<file path="config.mk">
export PLATFORM = sky130hd
export DESIGN_NAME = rsg_weight_div
export DESIGN_NICKNAME = d
export VERILOG_FILES = /design/src/sv/rsg_pkg.sv /design/src/sv/rsg_weight_div.sv
export SDC_FILE = /design/constraint.sdc
export NUM_CORES = 1
export LEC_CHECK = 0
export CORE_UTILIZATION = 55
export CTS_BUF_LIST = sky130_fd_sc_hd__clkbuf_4 sky130_fd_sc_hd__clkbuf_8 sky130_fd_sc_hd__clkbuf_16
export CTS_CLUSTER_SIZE = 40
export DETAILED_ROUTE_END_ITERATION = 16
export DONT_BUFFER_PORTS = 1
export MAX_ROUTING_LAYER = met4
export PLACE_DENSITY = 0.71
export SYNTH_ARGS = -nofsm -noshare
export SYNTH_HDL_FRONTEND = slang
export SYNTH_SLANG_ARGS = --single-unit
</file>
<file path="constraint.sdc">
create_clock -name clk -period 4.8 [get_ports clk]
set_input_delay 0.24 -clock clk [delete_from_list [all_inputs] [get_ports clk]]
set_output_delay 0.24 -clock clk [all_outputs]
set_load 0.01 [all_outputs]
</file>
<file path="src/sv/rsg_pkg.sv">
package rsg_pkg;

  // Frame store geometry; both limits are powers of two, so the store address is
  // the row index over the column index
  localparam int MAX_WIDTH  = 128;
  localparam int MAX_HEIGHT = 128;
  localparam int SCOL_W     = $clog2(MAX_WIDTH);
  localparam int SROW_W     = $clog2(MAX_HEIGHT);
  localparam int ADDR_W     = SROW_W + SCOL_W;

  // Field widths
  localparam int COL_W   = 7;
  localparam int ROW_W   = 8;
  localparam int PIX_W   = 24;
  localparam int LANE_W  = 8;
  localparam int LANES   = 3;
  localparam int DIM_W   = 8;
  localparam int CFG_W   = 24;
  localparam int CIDX_W  = 2;

  // Fade weight arithmetic
  localparam int WEIGHT_SCALE = 1000;
  localparam int PER_W        = 10;
  localparam int NUM_W        = 16;
  localparam int DEN_W        = 7;
  localparam int ACC_W        = 18;
  localparam int RECIP_SHIFT  = 28;
  localparam int RECIP_W      = 19;
  localparam int PROD_W       = ACC_W + RECIP_W;
  localparam logic [RECIP_W-1:0] RECIP =
      RECIP_W'((2 ** RECIP_SHIFT + WEIGHT_SCALE - 1) / WEIGHT_SCALE);

  // Register indexes
  localparam logic [CIDX_W-1:0] REG_IMAGE_WIDTH  = 2'd0;
  localparam logic [CIDX_W-1:0] REG_IMAGE_HEIGHT = 2'd1;
  localparam logic [CIDX_W-1:0] REG_BG_COLOR     = 2'd2;

  // Opcodes
  localparam logic OP_WRITE = 1'b0;
  localparam logic OP_READ  = 1'b1;

  typedef struct packed {
    logic             opcode;
    logic [COL_W-1:0] column;
    logic [ROW_W-1:0] row;
    logic [PIX_W-1:0] pixel_in;
  } req_t;

  typedef struct packed {
    logic [PIX_W-1:0] pixel_out;
    logic             out_of_range;
  } rsp_t;

  typedef struct packed {
    logic             start;
    logic [NUM_W-1:0] num;
    logic [DEN_W-1:0] den;
  } div_cmd_t;

  typedef struct packed {
    logic             start;
    logic [PER_W-1:0] per;
    logic [PIX_W-1:0] src;
    logic [PIX_W-1:0] bg;
  } blend_cmd_t;

endpackage

</file>
<file path="src/sv/rsg_weight_div.sv">
module rsg_weight_div
  import rsg_pkg::*;
(
  input  logic             clk,
  input  logic             rst,
  input  div_cmd_t         cmd,
  output logic             done,
  output logic [PER_W-1:0] quot
);

  localparam int STEPS   = NUM_W / 2;
  localparam int CNT_W   = $clog2(STEPS);

  logic               busy;
  logic [CNT_W-1:0]   cnt;
  logic [DEN_W-1:0]   den;
  logic [DEN_W-1:0]   rem;
  logic [NUM_W-1:0]   numsh;
  logic [NUM_W-1:0]   quo;
  logic [DEN_W-1:0]   rem_next;
  logic [NUM_W-1:0]   numsh_next;
  logic [NUM_W-1:0]   quo_next;

  // Two restoring steps per cycle
  always_comb begin
    logic [DEN_W:0] t;
    rem_next   = rem;
    numsh_next = numsh;
    quo_next   = quo;
    for (int i = 0; i < 2; i++) begin
      t          = {rem_next, numsh_next[NUM_W-1]};
      numsh_next = {numsh_next[NUM_W-2:0], 1'b0};
      if (t >= {1'b0, den}) begin
        t        = t - {1'b0, den};
        quo_next = {quo_next[NUM_W-2:0], 1'b1};
      end else begin
        quo_next = {quo_next[NUM_W-2:0], 1'b0};
      end
      rem_next = t[DEN_W-1:0];
    end
  end

  // Control: load on start, count down, flag completion
  always_ff @(posedge clk) begin
    if (rst) begin
      busy <= 1'b0;
      done <= 1'b0;
      cnt  <= '0;
    end else if (cmd.start) begin
      busy <= 1'b1;
      done <= 1'b0;
      cnt  <= CNT_W'(STEPS - 1);
    end else if (busy) begin
      cnt <= cnt - 1'b1;
      if (cnt == '0) begin
        busy <= 1'b0;
        done <= 1'b1;
      end
    end
  end

  // Datapath
  always_ff @(posedge clk) begin
    if (cmd.start) begin
      den   <= cmd.den;
      rem   <= '0;
      numsh <= cmd.num;
      quo   <= '0;
    end else if (busy) begin
      rem   <= rem_next;
      numsh <= numsh_next;
      quo   <= quo_next;
    end
  end

  assign quot = quo[PER_W-1:0];

endmodule

</file>
==> flow_metrics.py <==
metrics = {
    "outcome": {
        "status": "complete, but fails checks",
        "violations": "DRC",
    },
    "synthesis": {
        "synth-edff-count": 23,
        "synth.distinct_cells": 49,
        "synth_nets": 288,
        "synth-async-reset-ratio_pct": 0,
        "ys.flop_type": "edfxtp_1",
        "syn-cell-area_sq_mm": 0.00258,
        "yosysWarnings": 0,
        "postSynthCellCount": 244,
        "syn_area_per_cell_sq_um": 10.6,
        "ys_ff_latch": 45,
        "seq_area_frac_synth_pct": 43.9,
    },
    "floorplan": {
        "ios": 37,
        "die_h_um": 70.5,
        "coreArea_sq_mm": 0.00444,
        "die_area_sq_mm": 0.00497,
        "die_x_um": 70.5,
        "initial_core_util_pct": 58.0,
        "placementRows": 24,
    },
    "finish": {
        "stdcell_count": 289,
        "final_nets": 280,
        "final_util_pct": 59.9,
        "drive_above_1_share_pct": 13.9,
        "area_growth_pct": 3.15,
        "fill_cells": 390,
        "final_common_cell": "nor2_1",
        "mostFrequentLayoutCells": "nor2_1 (33), edfxtp_1 (23), dfxtp_1 (22), inv_1 (21), mux2_2 (18)",
        "final_cell_area_sq_mm": 0.00266,
        "antenna_cells": 0,
    },
    "worst_setup_path": {
        "crit_family": "compound AO/OA/AOI/OAI gates",
        "crit_required_ps": 4970,
        "worst-path-max-fanout": 11,
        "path_depth": 16,
        "cp_slowest_cell": "nor3_2",
        "r2r_cells": 16,
        "path_buf_inv": 3,
        "path_cells": "inv_1 -> ha_1 -> inv_1 -> fa_1 -> a211oi_4 -> nor3_2 -> nor3_2 -> mux2_2 -> ha_1 -> nor2b_1 -> o31a_1 -> o31a_1 -> a211oi_2 -> buf_4 -> mux2i_1 -> a211oi_1",
        "critPathKind": "reg2reg",
        "start_kind": "flip-flop",
        "cp.arrival_ps": 4540,
        "endpoint_kind": "flip-flop",
        "max_stage_delay_ps": 440,
    },
    "cts": {
        "clkSinkCount": 45,
        "cts.clk_slew.worst_paths_ps": 90,
        "cts-resized-gates": 0,
        "clock_latency_ps": 310,
        "htree_num_levels": 2,
        "cts-buffers-inserted": 5,
        "cts_root_buffer": "clkbuf_8",
        "tritoncts": "yes",
        "clk_path_buf_depth": 2,
    },
    "drt": {
        "route.vias.total": 1661,
        "wirelength_mm": 4.37,
        "drc": 6,
        "vias_per_cell": 5.75,
        "antenna_left": 0,
        "drtIter0Drc": 67,
        "drt_first_pass_iters": 10,
        "routedWlPerCell_um": 15.1,
    },
    "power": {
        "sw_frac_of_total_pct": 36.1,
        "p_leak_nw": 1.06,
        "p_int_mw": 0.824,
        "p_clk_share_pct": 19.0,
        "combPwrFrac_pct": 44.3,
        "seqPwrFrac_pct": 36.7,
        "ir_drop_mv": 0.337,
        "switchingPower_mw": 0.465,
        "p_total_mw": 1.29,
        "power_density_mw_per_mm2": 485,
    },
    "grt": {
        "track_usage_pct": 19.6,
        "antenna_found_initial": 0,
        "overflow": 0,
        "grt_pass1_vias": 1577,
        "grt_pass1_wl_mm": 7.15,
        "grt_max_degree": 35,
    },
    "sta": {
        "rsz0062_at_grt": "no",
        "hold_slack_ps": 25.0,
        "fin_setup_tns_ps": 0,
        "fmax_mhz": 228,
        "setup_ws_ps": 423,
        "worst_pin_slew_ps": 595,
        "finalHoldViolCount": 0,
        "setup-violations-final": 0,
        "min_period_ps": 4380,
        "fin_crit_sh_pct": 91.2,
        "finalClockSkew_ps": 8.35,
        "maxSlewViolCount": 0,
        "maxSlewHeadroom_pct": 60.3,
    },
    "placement": {
        "gp_congestion": 0.856,
        "io_buffer_count": 0,
        "dp.cells": 278,
        "dp_slack_ps": 481,
        "dpl.hpwl_mm": 3.11,
        "placed_area_sq_mm": 0.00254,
    },
    "worst_hold_path": {
        "hold_class": "in2reg",
        "hold_depth": 0,
    },
    "run": {
        "max-cap-violations": 0,
    },
}
power by group through the flow:
stage / clock network [mW] / logic, mW / registers [mW]
6_report: 0.245 / 0.571 / 0.473
5_1_grt: 0.273 / 0.631 / 0.478
4_1_cts: 0.252 / 0.571 / 0.473
3_5_place_dp: 0 / 0.562 / 0.482
3_3_place_gp: 0 / 0.558 / 0.481
2_1_floorplan: 0 / 0.491 / 0.472
path summary, 6_finish.rpt:
check                           startpoint     end  slack, ps
worst min-delay path                cmd[0]  den[0]         20
worst max register to register   numsh[15]  rem[4]        420
worst max-delay path             numsh[15]  rem[4]        420
worst min register to register      rem[6]  rem[6]        460
cell usage after synthesis, types with 2 or more instances:
| library cell | number | area share (%) |
|---|---|---|
| dfxtp_1 | 22 | 17 |
| nor2b_1 | 3 | 0.73 |
| xnor2_1 | 5 | 1.7 |
| o311ai_0 | 2 | 0.68 |
| o31a_1 | 2 | 0.68 |
| o21a_1 | 4 | 1.2 |
| buf_4 | 10 | 2.9 |
| ha_1 | 16 | 7.8 |
| nand3_1 | 2 | 0.39 |
| nor2_1 | 33 | 4.8 |
| nor3b_1 | 2 | 0.58 |
| a21oi_1 | 6 | 1.2 |
| mux2_2 | 18 | 7.9 |
| nand2_1 | 6 | 0.87 |
| a31oi_1 | 2 | 0.49 |
| nor3_2 | 2 | 0.78 |
| buf_1 | 3 | 0.44 |
| and2_1 | 2 | 0.49 |
| inv_1 | 21 | 3.1 |
| mux2i_1 | 14 | 5.4 |
| edfxtp_1 | 23 | 27 |
| a211oi_1 | 7 | 2.0 |
| o21ai_0 | 6 | 1.2 |
| fa_1 | 2 | 1.6 |
| clkbuf_1 | 5 | 0.73 |
| xor2_1 | 2 | 0.68 |
| nand2b_1 | 2 | 0.49 |
routing by layer:
metal	vias to the layer above	wire [um]	global-route usage, %
met5	-	0	-
met3	8	210	5.48
met4	0	73	8.16
li1	843	-	-
met1	774	2090	25.2
met2	36	1990	29.2
cell type report:
class / count / area (sq um) / area share [%]
Tap cell: 52 / 65.1 / 2.45
Clock inverter: 3 / 23.8 / 0.894
Sequential cell: 45 / 1130 / 42.5
Clock buffer: 5 / 68.8 / 2.59
Inverter: 21 / 78.8 / 2.96
Timing Repair Buffer: 5 / 45.0 / 1.69
Multi-Input combinational cell: 158 / 1250 / 46.9
cells by family after synthesis:
logic type               Yosys count  synth area share (%)
AND/OR/NAND/NOR                   60                  11.4
AO/OA/AOI/OAI                     41                  12.0
XOR/XNOR                           7                  2.38
flip-flops                        45                  43.9
buffers and inverters             41                  7.76
adder cells (fa/ha/maj)           18                  9.32
multiplexers                      32                  13.3
what timing repair did:
action,in CTS,in global routing
buffers inserted,0,0
hold buffers,3,0
endpoints found under the hold margin,19,0
state kept, by name, indices dropped and copies added, names as in the netlist:
| signal | count |
|---|---|
| numsh | 16 |
| busy | 1 |
| done | 1 |
| rem | 7 |
| quo | 10 |
| den | 7 |
| cnt | 3 |
worst register-to-register path: cells and delay by family (launching register included):
kind,cells,cell delay [ps]
AND/OR/NAND/NOR,3,710
AO/OA/AOI/OAI,5,1170
flip-flops,1,360
multiplexers,2,670
buffers and inverters,3,360
adder cells (fa/ha/maj),3,960
No activity file was read; power rests on OpenSTA's default activity.
