==> src/sv/rsg_pkg.sv <==
package rsg_pkg;

  // Frame store geometry; both limits are powers of two, so the store address is
  // the row index over the column index
  localparam int MAX_WIDTH  = 128;
  localparam int MAX_HEIGHT = 128;
  localparam int SCOL_W     = $clog2(MAX_WIDTH);
  localparam int SROW_W     = $clog2(MAX_HEIGHT);
  localparam int ADDR_W     = SROW_W + SCOL_W;

  // Field widths
  localparam int COL_W   = 7;
  localparam int ROW_W   = 8;
  localparam int PIX_W   = 24;
  localparam int LANE_W  = 8;
  localparam int LANES   = 3;
  localparam int DIM_W   = 8;
  localparam int CFG_W   = 24;
  localparam int CIDX_W  = 2;

  // Fade weight arithmetic
  localparam int WEIGHT_SCALE = 1000;
  localparam int PER_W        = 10;
  localparam int NUM_W        = 16;
  localparam int DEN_W        = 7;
  localparam int ACC_W        = 18;
  localparam int RECIP_SHIFT  = 28;
  localparam int RECIP_W      = 19;
  localparam int PROD_W       = ACC_W + RECIP_W;
  localparam logic [RECIP_W-1:0] RECIP =
      RECIP_W'((2 ** RECIP_SHIFT + WEIGHT_SCALE - 1) / WEIGHT_SCALE);

  // Register indexes
  localparam logic [CIDX_W-1:0] REG_IMAGE_WIDTH  = 2'd0;
  localparam logic [CIDX_W-1:0] REG_IMAGE_HEIGHT = 2'd1;
  localparam logic [CIDX_W-1:0] REG_BG_COLOR     = 2'd2;

  // Opcodes
  localparam logic OP_WRITE = 1'b0;
  localparam logic OP_READ  = 1'b1;

  typedef struct packed {
    logic             opcode;
    logic [COL_W-1:0] column;
    logic [ROW_W-1:0] row;
    logic [PIX_W-1:0] pixel_in;
  } req_t;

  typedef struct packed {
    logic [PIX_W-1:0] pixel_out;
    logic             out_of_range;
  } rsp_t;

  typedef struct packed {
    logic             start;
    logic [NUM_W-1:0] num;
    logic [DEN_W-1:0] den;
  } div_cmd_t;

  typedef struct packed {
    logic             start;
    logic [PER_W-1:0] per;
    logic [PIX_W-1:0] src;
    logic [PIX_W-1:0] bg;
  } blend_cmd_t;

endpackage

==> src/sv/rsg_blend.sv <==
module rsg_blend
  import rsg_pkg::*;
(
  input  logic             clk,
  input  logic             rst,
  input  blend_cmd_t       cmd,
  output logic             done,
  output logic [PIX_W-1:0] pixel
);

  logic             busy;
  logic             phase;
  logic [1:0]       lane;
  logic [PER_W-1:0] per;
  logic [PER_W-1:0] inv;
  logic [PIX_W-1:0] src;
  logic [PIX_W-1:0] bg;
  logic [ACC_W-1:0] acc;
  logic [ACC_W-1:0] acc_next;
  logic [PROD_W-1:0] prod;

  // Weighted sum of one lane, then divide by the scale through a reciprocal
  always_comb begin
    acc_next = ACC_W'(per) * ACC_W'(src[LANE_W*lane +: LANE_W])
             + ACC_W'(inv) * ACC_W'(bg[LANE_W*lane +: LANE_W]);
    prod     = PROD_W'(acc) * PROD_W'(RECIP);
  end

  // Control: alternate sum and scale phases over the three lanes
  always_ff @(posedge clk) begin
    if (rst) begin
      busy  <= 1'b0;
      done  <= 1'b0;
      phase <= 1'b0;
      lane  <= '0;
    end else if (cmd.start) begin
      busy  <= 1'b1;
      done  <= 1'b0;
      phase <= 1'b0;
      lane  <= '0;
    end else if (busy) begin
      phase <= ~phase;
      if (phase) begin
        lane <= lane + 1'b1;
        if (lane == 2'(LANES - 1)) begin
          busy <= 1'b0;
          done <= 1'b1;
        end
      end
    end
  end

  // Datapath
  always_ff @(posedge clk) begin
    if (cmd.start) begin
      per <= cmd.per;
      inv <= PER_W'(WEIGHT_SCALE) - cmd.per;
      src <= cmd.src;
      bg  <= cmd.bg;
    end else if (busy) begin
      if (!phase) begin
        acc <= acc_next;
      end else begin
        pixel[LANE_W*lane +: LANE_W] <= prod[RECIP_SHIFT +: LANE_W];
      end
    end
  end

endmodule

==> config.mk <==
export PLATFORM = sky130hd
export DESIGN_NAME = rsg_blend
export DESIGN_NICKNAME = d
export VERILOG_FILES = /design/src/sv/rsg_pkg.sv /design/src/sv/rsg_blend.sv
export SDC_FILE = /design/constraint.sdc
export NUM_CORES = 1
export LEC_CHECK = 0
export ABC_AREA = 1
export BUFFER_PORTS_ARGS = -buffer_cell sky130_fd_sc_hd__buf_2
export CAP_MARGIN = 30
export CORE_ASPECT_RATIO = 0.6
export CORE_MARGIN = 4
export CORE_UTILIZATION = 61
export CTS_CLUSTER_DIAMETER = 60
export CTS_CLUSTER_SIZE = 20
export DETAILED_ROUTE_END_ITERATION = 12
export PLACE_DENSITY_LB_ADDON = 0.12
export SYNTH_ARGS = -nofsm -noshare
export SYNTH_HDL_FRONTEND = slang
export SYNTH_SLANG_ARGS = --single-unit
==> constraint.sdc <==
create_clock -name clk -period 16.6 [get_ports clk]
set_input_delay 2.49 -clock clk [delete_from_list [all_inputs] [get_ports clk]]
set_output_delay 2.49 -clock clk [all_outputs]
set_load 0.02 [all_outputs]
==> metrics, run 1 <==
kind of critical path=reg2reg; chip width=205 um; CP bufs+invs=6; DR vias=10.6k; Post-Synth XOR/XNOR Area=0.0161; Synth top area share=0.241; hold_sp=done; Hold WS=0.492 ns; Post-synth top cells=inv_1, nand2_1, ha_1; Post-synth EDFFs=109; status=completed; Tcrit/Tclk final=0.428; # Post-CTS Setup Buffers=0; final hold violation count=0; diode count=0; crit path launch type=flip-flop; share of cells above drive strength 1=0.113; worst hold stages=1; Synth cell types=39; Detailed Route Iter0 Violations=1,069; CTS H-Tree Depth=4; Yosys Warn Count=0; die area=0.0258 mm^2; most frequent cell after synthesis=inv_1; GPL Wtd Cong=1.04; crit path max fanout=24; clk_lat worst skew=0.44 ns; Hold EP=done; initial antenna violation count=0; hold crit path type=reg2reg; ANT nets after route=0; R2R depth=22; largest family of logic cells by synthesized area=adder cells; Post-Route WL=35,800 um; starting density of the core=0.630; syn_nets=2,032; grt ovf=0; RSZ-0062 raised after global routing=false; row cnt=42; Fillers=1,835; setup violators final=0; Post-Synth Adder-Cell Area=0.431; nets=2,133; Achievable Freq=0.141 GHz; sequential-to-total area share from yosys stat=0.239; number of global-route vias before repair=10.1k; # DRC=0; post-synthesis cell count=1,586; per-cell routed wire length=17.8 um; post-synthesis average cell area=8.92 um^2; Mapped Area=0.0141 mm^2; Sequential Area=0.00337 mm^2; crit path DAT=7.28 ns; max_slew headroom=0.416; CP startpoint=lane[0]; Reg2Reg Launch Point=lane[0]; Critical Path Slowest Stage Cell=dfxtp_1; GRT Util Overall=0.289; Reg clk slew, reported paths=0.06 ns; Fin Clk Skew=0.0175 ns; Compound-Gate Fraction of Synth Area=0.0446; reg2reg setup slack=9.49 ns; DR pass1 iterations=7; top cells by area, synth=fa_1, edfxtp_1, ha_1; core outline area=0.0224 mm^2; Final HPWL DP=30,500 um; Slew @ Worst Pin=0.875 ns; Primary FF master, synth=edfxtp_1; mux cell area share after synthesis=0; Pins Over Slew Limit=0; largest net degree at the start of global routing=71; fraction of synthesis flops using an asynchronous set or reset pin=0; cell class contributing the biggest share of worst-path delay=adder cells; worst path required time=16.77 ns; clock sinks=114; TritonCTS buffer count=17; Crit path largest cell delay=0.76 ns; CTS Root Cell=clkbuf_16; Yosys reg bits=114; first-pass GRT wire length=56,400 um; Area after DPL=0.0149 mm^2; worst r2r dst=acc[17]; max-cap violation count=0; IO Port Bufs=85; CTS tree=built; Final Cell Area=0.0156 mm^2; setup TNS=0 ns; post-synthesis simple-gate area fraction=0.146; clock buffer depth=2; Ports=86; die height=126 um; fin crit period=7.11 ns; multi-input logic area=0.00902 mm^2; Setup crit end kind=flip-flop; CTS resizes=0; Area Growth Syn to Fin=9.99%; post-synth top area cell=fa_1; crit path cell chain=inv_1 -> o21ai_0 -> o21ai_2 -> inv_1 -> nor2_1 -> fa_1 -> inv_1 -> fa_1 -> fa_1 -> inv_1 -> fa_1 -> fa_1 -> inv_1 -> fa_1 -> inv_1 -> ha_1 -> nand2_1 -> o21ai_0 -> nand2_1 -> nand3_1 -> a21oi_1 -> xor2_1; hold_buf cts=0; Via density=5.28
## through the flow
stage,setup WS (ns),utilization,instances
after floorplan,10.86,-,1586
after global placement,9.87,0.665,1973
after detailed placement,9.63,0.666,1976
after CTS,9.61,0.693,2008
after global routing,9.08,0.693,2008
final,9.49,0.693,2008
## layout by cell type, fill, tap and decap left out, types with 2 or more instances in the layout
master,synthesis,routed
nor4_2,2,2
o21ai_2,16,16
xnor2_1,11,11
fa_1,170,170
o21ai_1,8,8
o21bai_1,4,4
a21o_1,2,2
clkinv_4,0,3
a21oi_2,4,4
nand3_1,34,34
buf_4,2,3
xor2_1,15,15
nand3_2,6,6
nor3_1,3,3
nor2_1,193,193
inv_2,20,20
nand4_1,4,4
nand2_1,230,230
dfxtp_1,5,5
o21ai_0,28,28
clkinv_1,1,3
a21boi_0,2,2
ha_1,215,215
nor3_2,4,4
buf_2,2,85
a21oi_1,36,36
buf_6,1,2
bufinv_16,0,3
clkbuf_16,0,17
inv_1,432,432
inv_6,0,5
nor2_2,3,3
nor2_4,3,3
edfxtp_1,109,109
nand2_2,12,12
## metal layers
layer  GRT usage  up-vias  routed length [um]
met4      0.0339        0                 203
met1       0.480     5059               17400
met3       0.123       19                5210
li1            -     5019                   -
met5     0.00752        -                   0
met2       0.350      512               12900
## how the worst max path moves through the flow
stage | to | slack, ns | cells after the start
finish | acc[17] | 9.49 | 22
global route | acc[15] | 9.08 | 22
CTS | acc[17] | 9.61 | 22
detailed placement | acc[17] | 9.63 | 22
global placement | acc[17] | 9.87 | 22
floorplan | acc[15] | 10.86 | 23
## cell families after synthesis
kind of cell / after synthesis
flops: 114
simple gates: 496
buf+inv: 461
compound gates: 104
fa+ha+maj: 385
xor+xnor: 26
## registers in the layout, indices dropped and copies added, names as in the netlist
register  count
bg           24
pixel        24
src          24
acc          18
per          10
inv           9
lane          2
busy          1
done          1
phase         1
## final cells by class
cell class,instances,share of cell area
multi-input cells,1011,0.580
flip-flops and latches,114,0.217
inverters,453,0.109
repair buffers,90,0.0302
clock buffers,17,0.0273
well taps,308,0.0248
clock inverters,15,0.0116
Power of run 1 is left out: the tool's default activity adds up to more than one toggle a clock period on the data nets, which glitch-free logic cannot reach.
==> run 2: changes to the inputs <==
==> constraint.sdc (replaced) <==
create_clock -name clk -period 7.12 [get_ports clk]
set_input_delay 1.068 -clock clk [delete_from_list [all_inputs] [get_ports clk]]
set_output_delay 1.068 -clock clk [all_outputs]
set_load 0.02 [all_outputs]
==> metrics, run 2 (same netlist as run 1, synthesis figures left out) <==
status=completed (unchanged); TritonCTS buffer count=17 (unchanged); top flop regs=bg: 24 flops, pixel: 24 flops, src: 24 flops (unchanged); die height=126 um (unchanged); most frequent cells in the layout=inv_1, nand2_1, ha_1, nor2_1, fa_1 (unchanged); crit path max fanout=24 (unchanged); CTS tree=built (unchanged); highest routing layer actually used=met4 (unchanged); per-cell routed wire length=18.0 um (was 17.8 um); diode count=0 (unchanged); # DRC=0 (unchanged); Pins Over Slew Limit=0 (unchanged); nets=2,135 (was 2,133); first-pass GRT wire length=56,800 um (was 56,400 um); clk_lat worst skew=0.43 ns (was 0.44 ns); Fin Clk Skew=0.0120 ns (was 0.0175 ns); Detailed Route Iter0 Violations=956 (was 1,069); hold_buf cts=0 (unchanged); CTS Root Cell=clkbuf_16 (unchanged); max_slew headroom=0.430 (was 0.416); die area=0.0258 mm^2 (unchanged); CTS H-Tree Depth=4 (unchanged); Achievable Freq=0.153 GHz (was 0.141 GHz); initial antenna violation count=0 (unchanged); DR vias=10.6k (about the same); Metal-1 WL=18,500 um (was 17,400 um); GPL Wtd Cong=1.05 (was 1.04); met2 WL post-DR=12,600 um (was 12,900 um); crit path launch type=flip-flop (unchanged); Slew @ Worst Pin=0.854 ns (was 0.875 ns); share of cells above drive strength 1=0.115 (was 0.113); chip width=205 um (unchanged); ANT nets after route=0 (unchanged); hold crit path type=reg2reg (unchanged); Setup crit end kind=flip-flop (unchanged); Post-Route WL=36,100 um (was 35,800 um); final hold violation count=0 (unchanged); CTS resizes=0 (unchanged); setup violators final=0 (unchanged); worst path required time=7.28 ns (was 16.77 ns); RSZ-0062 raised after global routing=false (unchanged); GRT Util Overall=0.291 (was 0.289); grt ovf=0 (unchanged); core outline area=0.0224 mm^2 (unchanged); number of global-route vias before repair=10.1k (about the same); clock buffer depth=2 (unchanged); starting density of the core=0.630 (unchanged); Reg clk slew, reported paths=0.06 ns (about the same); # Post-CTS Setup Buffers=0 (unchanged); crit path DAT=6.70 ns (was 7.28 ns); IO Port Bufs=85 (unchanged); routed length on met3=4800 um (was 5210 um); Tcrit/Tclk final=0.917 (was 0.428); Via density=5.29 (was 5.28); setup TNS=0 ns (unchanged); DR pass1 iterations=7 (unchanged); kind of critical path=reg2reg (unchanged); Final HPWL DP=31,000 um (was 30,500 um); commonest non-fill, non-tap cell in the layout=inv_1 (unchanged); clock sinks=114 (unchanged); max-cap violation count=0 (unchanged); Ports=86 (unchanged); row cnt=42 (unchanged); Area Growth Syn to Fin=10.1% (was 9.99%); largest net degree at the start of global routing=70 (was 71); fin crit period=6.53 ns (was 7.11 ns)
-- run 2: cell types whose count changed in the layout (fill, tap and decap cells not counted) --
cell and delta:
buf_6 -1, clkinv_1 -2, clkinv_2 -1, buf_4 +3, bufinv_16 -1, clkinv_4 -3, inv_8 +6, clkinvlp_4 +1
-- run 2: path summary, 6_finish.rpt --
| kind | startpoint | to | slack [ns] | depth (start not counted) |
|---|---|---|---|---|
| worst max register to register | lane[0] | acc[15] | 0.59 | 22 |
| worst min-delay path | done | done | 0.47 | 1 |
| worst max-delay path | lane[0] | acc[15] | 0.59 | 22 |
| worst min register to register | done | done | 0.47 | 1 |
-- run 2: area by class of cell --
cell class                 count  area (um^2)
sequential                   114         3370
timing repair buffer          92          482
tap                          308          385
fill                        1854         6870
inverter                     453         1700
clock inverter                15          186
multi-input combinational   1011         9020
clock buffer                  17          425
-- run 2: routing by layer --
metal	vias up	track usage
met1	5089	0.506
met5	-	0
met4	0	0.0362
li1	5021	-
met3	25	0.108
met2	493	0.340
-- run 2: per-stage QoR --
stage	instances	util	hold slack, ns	setup WS [ns]	cell area, um^2
3_3_place_gp	1975	0.666	0.447	0.848	14900
4_1_cts	2010	0.694	0.472	0.710	15600
2_1_floorplan	1586	-	0.466	1.38	14100
3_5_place_dp	1978	0.667	0.449	0.759	15000
5_1_grt	2010	0.694	0.495	0.225	15600
6_report	2010	0.694	0.465	0.588	15600
-- run 2: worst max-delay path, stage by stage (launching register included) --
cell and delay, ns:
dfxtp_1 0.43, inv_1 0.33, o21ai_0 0.31, o21ai_2 0.15
inv_1 0.25, nor2_1 0.11, fa_1 0.54, inv_1 0.05
fa_1 0.52, inv_1 0.05, fa_1 0.52, fa_1 0.46
fa_1 0.55, inv_1 0.05, fa_1 0.52, inv_1 0.04
ha_1 0.35, nand2_1 0.11, o21ai_0 0.31, nand2_1 0.11
nand3_1 0.21, a21oi_1 0.13, xor2_1 0.16
Power of run 2 is left out for the same reason.
==> run 3: changes to the inputs <==
==> constraint.sdc (replaced) <==
create_clock -name clk -period 8.11 [get_ports clk]
set_input_delay 1.2165 -clock clk [delete_from_list [all_inputs] [get_ports clk]]
set_output_delay 1.2165 -clock clk [all_outputs]
set_load 0.02 [all_outputs]
==> metrics, run 3 (same netlist as run 1, synthesis figures left out) <==
status=completed (unchanged); starting density of the core=0.630 (unchanged); commonest non-fill, non-tap cell in the layout=inv_1 (unchanged); DR pass1 iterations=5 (was 7); final hold violation count=0 (unchanged); RSZ-0062 raised after global routing=false (unchanged); Tcrit/Tclk final=0.833 (was 0.917); Post-Route WL=35,700 um (was 36,100 um); share of cells above drive strength 1=0.115 (about the same); # Post-CTS Setup Buffers=0 (unchanged); clock buffer depth=2 (unchanged); GRT Util Overall=0.289 (was 0.291); chip width=205 um (unchanged); kind of critical path=reg2reg (unchanged); TritonCTS buffer count=17 (unchanged); clk_lat worst skew=0.43 ns (about the same); Final Cell Area=0.0156 mm^2 (about the same); ANT nets after route=0 (unchanged); nets=2,134 (was 2,135); crit path DAT=6.93 ns (was 6.70 ns); CTS Root Cell=clkbuf_16 (unchanged); CTS H-Tree Depth=4 (unchanged); Final HPWL DP=30,500 um (was 31,000 um); number of global-route vias before repair=10.2k (was 10.1k); diode count=0 (unchanged); Reg clk slew, reported paths=0.06 ns (about the same); grt ovf=0 (unchanged); crit path max fanout=20 (was 24); CTS tree=built (unchanged); setup TNS=0 ns (unchanged); max-cap violation count=0 (unchanged); DR vias=10.5k (was 10.6k); CTS resizes=0 (unchanged); Pins Over Slew Limit=0 (unchanged); Via density=5.25 (was 5.29); CP dominant cell by count=fa_1; top flop regs=bg: 24 flops, pixel: 24 flops, src: 24 flops (unchanged); GPL Wtd Cong=1.04 (was 1.05); Achievable Freq=0.148 GHz (was 0.153 GHz); CP bufs+invs=5 (was 6); fin crit period=6.76 ns (was 6.53 ns); core outline area=0.0224 mm^2 (unchanged); initial antenna violation count=0 (unchanged); Crit path largest cell delay=0.75 ns (was 0.55 ns); die area=0.0258 mm^2 (unchanged); # DRC=0 (unchanged); cell class contributing the biggest share of worst-path delay=adder cells (unchanged); Area after DPL=0.0150 mm^2 (about the same); first-pass GRT wire length=56,600 um (was 56,800 um); multi-input logic area=0.00902 mm^2 (unchanged); largest net degree at the start of global routing=71 (was 70); worst path required time=8.28 ns (was 7.28 ns); per-cell routed wire length=17.8 um (was 18.0 um); Ports=86 (unchanged); Fillers=1,815 (was 1,854); hold_buf cts=0 (unchanged); Detailed Route Iter0 Violations=1,129 (was 956); hold crit path type=reg2reg (unchanged); max_slew headroom=0.425 (was 0.430); Slew @ Worst Pin=0.863 ns (was 0.854 ns); clock sinks=114 (unchanged); die height=126 um (unchanged); Sequential Area=0.00337 mm^2 (unchanged); setup violators final=0 (unchanged); crit path cell chain=inv_2 -> nor2_4 -> inv_2 -> o21ai_2 -> nand2_1 -> fa_1 -> inv_1 -> fa_1 -> fa_1 -> fa_1 -> fa_1 -> inv_1 -> fa_1 -> inv_1 -> ha_1 -> nand2_1 -> o21ai_0 -> nand2_1 -> nand3_1 -> a21oi_1 -> xor2_1 (was inv_1 -> o21ai_0 -> o21ai_2 -> inv_1 -> nor2_1 -> fa_1 -> inv_1 -> fa_1 -> inv_1 -> fa_1 -> fa_1 -> fa_1 -> inv_1 -> fa_1 -> inv_1 -> ha_1 -> nand2_1 -> o21ai_0 -> nand2_1 -> nand3_1 -> a21oi_1 -> xor2_1); most frequent cells in the layout=inv_1, nand2_1, ha_1, nor2_1, fa_1 (unchanged); Fin Clk Skew=0.0138 ns (was 0.0120 ns); row cnt=42 (unchanged); Critical Path Slowest Stage Cell=dfxtp_1 (was fa_1); IO Port Bufs=85 (unchanged); crit path launch type=flip-flop (unchanged); Setup crit end kind=flip-flop (unchanged); Area Growth Syn to Fin=10.1% (about the same)
## run 3: cell count changes in the layout (fill, tap and decap cells not counted)
cell | previous run | this run
clkinv_8 | 0 | 1
buf_4 | 6 | 5
inv_8 | 6 | 3
inv_6 | 5 | 7
## run 3: cell type report
class | instances | area share
well taps | 308 | 0.0248
clock inverters | 15 | 0.0120
inverters | 453 | 0.109
repair buffers | 91 | 0.0305
flip-flops and latches | 114 | 0.217
multi-input cells | 1011 | 0.580
clock buffers | 17 | 0.0273
## run 3: worst paths after layout
path	start	cells past startpoint	end	slack, ns
worst min-delay path	done	1	done	0.48
worst max register to register	lane[1]	21	acc[15]	1.35
worst max-delay path	lane[1]	21	acc[15]	1.35
worst min register to register	done	1	done	0.48
## run 3: stage by stage
step	std cells	worst slack (ns)	hold slack, ns	util
floorplan	1586	2.37	0.466	-
global placement	1974	1.63	0.452	0.665
detailed placement	1977	1.50	0.453	0.666
CTS	2009	1.45	0.476	0.694
global route	2009	1.10	0.504	0.694
finish	2009	1.35	0.482	0.694
## run 3: layer usage
| metal | track usage | vias up | part of all wire |
|---|---|---|---|
| met4 | 0.0362 | 0 | 0.0055 |
| li1 | - | 5025 | - |
| met5 | 0 | - | 0 |
| met3 | 0.147 | 16 | 0.16 |
| met1 | 0.472 | 5018 | 0.49 |
| met2 | 0.341 | 481 | 0.35 |
## run 3: worst register-to-register path, delay by kind of cell (launching register included)
kind	cells	cell delay (ns)
fa+ha+maj	7	3.51
xor+xnor	1	0.15
buf+inv	5	0.49
flops	1	0.75
compound gates	3	0.97
simple gates	5	0.66
Power of run 3 is left out for the same reason.
